--- src/hw/rtl/fss_ram.sv ---
// Simple dual-port RAM with one write port and a registered read port.
`default_nettype none
module fss_ram #(
    parameter int WIDTH = 16,
    parameter int DEPTH = 256
) (
    input  wire logic                     i_clk,
    input  wire logic                     i_we,
    input  wire logic [$clog2(DEPTH)-1:0] i_waddr,
    input  wire logic [WIDTH-1:0]         i_wdata,
    input  wire logic [$clog2(DEPTH)-1:0] i_raddr,
    output logic      [WIDTH-1:0]         o_rdata
);

    logic [WIDTH-1:0] r_mem [DEPTH];

    always_ff @(posedge i_clk) begin
        if (i_we) begin
            r_mem[i_waddr] <= i_wdata;
        end
        o_rdata <= r_mem[i_raddr];
    end

endmodule
`default_nettype wire

--- config.mk ---
export PLATFORM = sky130hd
export DESIGN_NAME = fss_ram
export DESIGN_NICKNAME = d
export VERILOG_FILES = /design/src/hw/rtl/fss_ram.sv
export SDC_FILE = /design/constraint.sdc
export NUM_CORES = 2
export LEC_CHECK = 0
export BUFFER_PORTS_ARGS = -buffer_cell sky130_fd_sc_hd__buf_2
export CORE_ASPECT_RATIO = 1.2
export CORE_MARGIN = 2
export CORE_UTILIZATION = 30
export CTS_CLUSTER_SIZE = 20
export DETAILED_ROUTE_END_ITERATION = 6
export HOLD_SLACK_MARGIN = 0.15
export SLEW_MARGIN = 40
export SYNTH_ARGS = -nofsm -noshare
export SYNTH_HDL_FRONTEND = slang
export SYNTH_SLANG_ARGS = --single-unit
export TNS_END_PERCENT = 50
--- constraint.sdc ---
create_clock -name i_clk -period 3.25 [get_ports i_clk]
set_clock_uncertainty 0.15 [all_clocks]
set_input_delay 0.65 -clock i_clk [delete_from_list [all_inputs] [get_ports i_clk]]
set_output_delay 0.65 -clock i_clk [all_outputs]
set_load 0.02 [all_outputs]
# ---- After elaboration in Yosys (flattened, before gate mapping)
# Memories as Yosys holds them, arrays and structs flattened. A register that Yosys moved wholly into a read port is not among the register bits.
# Cells that the tools add are included.
dict set report totals {
  output_inout_bits 16
  input_bits 34
  mem_count 1
  word_cells 3
  ram_bits 4096
  register_bits 0
}
# name words word_bits rd rd_ports_with_merged_regs write_ports line
set mem_list {}
lappend mem_list {r_mem 256 16 1 1 1 15} ;# logic [WIDTH-1:0] r_mem [DEPTH];
dict set report op_classes {
  muxes 2
}
# cell n
set ops {}
lappend ops {{1-bit two-way mux} 2}

# ---- Logic depth before layout (Yosys ltp)
dict set report depth {
  word_depth 2
  ltp_mapped 12
  ltp_nobuf 6
}

# ---- Worst setup path before layout
# No wires, ideal clock.
dict set report synth_path {
  kind {input-to-reg}
  start {in i_waddr[3]}
  end {mem r_mem[235][0], enable pin}
  required_time_ns 2.712
  path_buffers 3
  slack_ns 0.285
  stages 6
  setup_ns 0.388
  arrival_time_ns 2.427
  path_cell_list {clkbuf_1 nor2b_1 clkbuf_1 nand4_1 clkbuf_1 nor2_1}
}
# item line
set synth_lines {}
lappend synth_lines {{start: declaration} 9} ;# input wire logic [$clog2(DEPTH)-1:0] i_waddr,
lappend synth_lines {{end: declaration} 15}
# No word-level cell before the write port.

==> qor.csv <==
stage,metric,value,unit
routing,DRC violations left,3,
critical_path,path type of the worst setup path,in2reg,
placement,post-placement cell count,15097,
critical_path,CP Launch Type,input port,
power,static leakage power,0.0603,uW
logic_synthesis,Cells after Synth,7360,
floorplan,core area,527000,um2
logic_synthesis,Main synth FF type,edfxtp_1,
cells_and_area,most frequent standard cell in the layout excluding fill and tap cells,edfxtp_1,
placement,pre-CTS setup slack,-932,ps
routing,wire length per cell,28.0,um
clocking,maximum clock path buffer count,4,
placement,Detailed Place HPWL,286,mm
routing,Detailed Routing Iterations Pass 1,7,
sta,final setup vio count,0,
critical_path,crit-path max FO,12,
logic_synthesis,Synthesis Warnings,0,
sta,unrepaired setup endpoints after global routing,false,
clocking,clock-pin slew on the worst setup and hold paths,60,ps
logic_synthesis,synthesized area,159000,um2
sta,final clock period utilization by the worst path,98.4,%
critical_path,reg-to-reg startpoint,r_mem[142][2]$_DFFE_PP_,
cells_and_area,final standard cell utilization of the core,35.8,%
critical_path,cell repeated most along the worst path,buf_4,
placement,Buffers on Ports,49,
critical_path,CP max-delay cell,o32ai_1,
job,reported max-cap violation count,0,
critical_path,required time reported for the critical path endpoint,3960,ps
logic_synthesis,sequential cell area fraction in the yosys report,77.7,%
sta,transition time at the pin with the least slew margin,880,ps
clocking,Root Buffer Master,clkbuf_16,
clocking,number of sinks handled by clock tree synthesis,4112,
placement,final weighted congestion of routability-driven global placement,0.883,
power,Power Density,588,nW/um2
status,status,"complete, but fails checks",
grt,total global routing track utilization,16.1,%
floorplan,count of boundary I/O pins,50,
hold_path,hold path startpoint,i_raddr[6],
floorplan,Initial Utilization,30.1,%
cells_and_area,NumNets Final,8485,
routing,violation count after the first detailed-route iteration,9460,
cells_and_area,"Area growth, synth to finish",19.0,%
grt,wire length of the first global-routing pass,622,mm
grt,pin count of the biggest net entering global routing,101,
hold_path,class of the tightest hold or removal check,in2reg,
cells_and_area,Final Instance Count excl. Fillers,15859,
sta,maximum frequency from static timing analysis,0.313,GHz
power,Power Total,111000,uW
status,failing checks,design-rule violations,
grt,via count of the first global-routing pass,81249,
critical_path,critical path's largest stage delay,720,ps
clocking,TritonCTS buffer count,390,
floorplan,die boundary height,801,um
floorplan,Std-Cell Rows,292,
logic_synthesis,synthesized net count,7394,
sta,pins over their slew limit,0,
power,maximum vdd drop,0.000499,V
cells_and_area,final-layout fill cell count,48191,
critical_path,"Critical Path, Cell by Cell",buf_12 > buf_4 > buf_12 > buf_4 > mux4_2 > mux4_2 > a22o_1 > o32ai_1 > buf_4 > nor4_1,
floorplan,width of the chip,668,um
clocking,H-tree level count,5,
sta,setup slack after layout,51.7,ps
sta,clock period minus final worst setup slack,3200,ps
routing,routed wire length,445,mm
routing,vias after detailed routing,80840,
grt,remaining global-route overflow,0,
cells_and_area,area used by multi-input combinational logic,33000,um2
logic_synthesis,Yosys reg bits,4112,
logic_synthesis,unique cell type count in the Yosys netlist,52,
clocking,clock insertion delay at the later pin of the skew report,1000,ps
grt,number of antenna violations at the first check in global routing,41,
sta,Final Hold Violating Endpoints,0,
cells_and_area,Sequential cell area,123000,um2
routing,number of antenna-violating nets in the routed design,0,
logic_synthesis,Post-synth ARST share,0,%
floorplan,die area,535000,um2
clocking,TritonCTS clock tree,built,
sta,relative max-transition margin,41.2,%
critical_path,Worst Setup SP,i_raddr[0],
logic_synthesis,average instance area after synthesis,21.6,um2
cells_and_area,"leading cell types in the layout, fill and taps excluded","4,096 x edfxtp_1, 934 x buf_4, 797 x mux4_2",
routing,DR vias/cell,5.10,
critical_path,CP arrival,3910,ps
cells_and_area,share of layout cells above drive strength 1,30.7,%
logic_synthesis,count of flip-flops with a built-in enable after synthesis,4096,
critical_path,CP Capture Type,flop,
[power breakdown]
| group | leakage, uW | switching, uW | internal (uW) |
|---|---|---|---|
| Clock | 0.00630 | 20000 | 26200 |
| Combinational | 0.0170 | 3880 | 2480 |
| Sequential | 0.0369 | 144 | 58400 |
| Total | 0.0603 | 24000 | 87100 |
[kinds of logic (layout without fill, tap and decap cells)]
logic type      Yosys count  after routing  share of synthesized area [%]
buf+inv                 456           1876                           1.69
compound gates          786            786                           3.54
mux                    1450           1450                           15.5
simple gates            556            556                           1.57
other cells               0             23                              0
flops                  4112           4112                           77.7
[cells in the mapped netlist (4+ instances only)]
cell | n | area [um2]
nand4_1 | 26 | 163
a31oi_1 | 6 | 37.5
a22o_1 | 32 | 280
o32ai_1 | 20 | 175
mux2_2 | 88 | 991
a21oi_1 | 175 | 876
o21ai_0 | 37 | 185
nor2b_1 | 9 | 56.3
a2111oi_0 | 6 | 52.6
buf_6 | 77 | 867
nand3_1 | 35 | 175
nor2_1 | 304 | 1140
nor4_1 | 17 | 106
buf_2 | 76 | 380
or2_2 | 4 | 25.0
dfxtp_1 | 16 | 320
mux4_2 | 797 | 17900
clkbuf_1 | 230 | 863
and3_1 | 11 | 68.8
buf_8 | 11 | 165
a211oi_1 | 18 | 135
buf_12 | 5 | 100
nor3_1 | 92 | 460
buf_4 | 26 | 195
o22ai_1 | 148 | 926
a221oi_1 | 28 | 245
buf_1 | 27 | 101
o221ai_1 | 252 | 2210
o31ai_1 | 16 | 120
edfxtp_1 | 4096 | 123000
mux2i_1 | 565 | 5660
a22oi_1 | 43 | 323
nand2_1 | 38 | 143
[path summary, 6_finish.rpt]
kind | cells after the start | slack (ps) | end
max | 10 | 50 | o_rdata[2]$_DFF_P_
min | 5 | 240 | o_rdata[12]$_DFF_P_
max reg2reg | 8 | 80 | o_rdata[2]$_DFF_P_
min reg2reg | 6 | 1000 | o_rdata[8]$_DFF_P_
[area by class of cell]
cell class                      instances  area share, %
Sequential cell                      4112           65.3
Multi-Input combinational cell       2792           17.5
Timing Repair Buffer                 1151           5.66
Clock buffer                          479           5.41
Tap cell                             7056           4.67
Clock inverter                        242           1.43
Antenna cell                           23         0.0305
Inverter                                4         0.0146
[timing repair]
action,CTS,global route
hold buffers,17,0
gates resized for setup,1,0
setup buffers,0,0
hold endpoints to repair,1035,0
endpoints found under the setup margin,1,0
[state kept, by name (all words and copies together), names as in the netlist]
name     count
r_mem     4096
o_rdata     16
[layer usage]
layer	wire, um	track usage [%]	up-vias	share of wire (%)
li1	-	-	33513	-
met1	173000	20.6	43293	39
met4	18800	6.03	18	4.2
met5	124	0	-	0.028
met3	32600	2.84	678	7.3
met2	221000	27.3	3338	50
[per-stage QoR]
step	area [um2]	hold slack (ps)	TNS (ps)
global placement	176000	939	-12310
CTS	189000	170	0
finish	189000	237	0
floorplan	159000	599	0
detailed placement	176000	977	-11280
global route	189000	259	0
[worst max-delay path: cells and delay by family]
kind / cells / cell delay [ps]
AOI/OAI and AO/OA: 2 / 1070
buffers and inverters: 5 / 1060
muxes: 2 / 1040
and+or+nand+nor: 1 / 50
No activity file was read; power rests on OpenSTA's default activity.
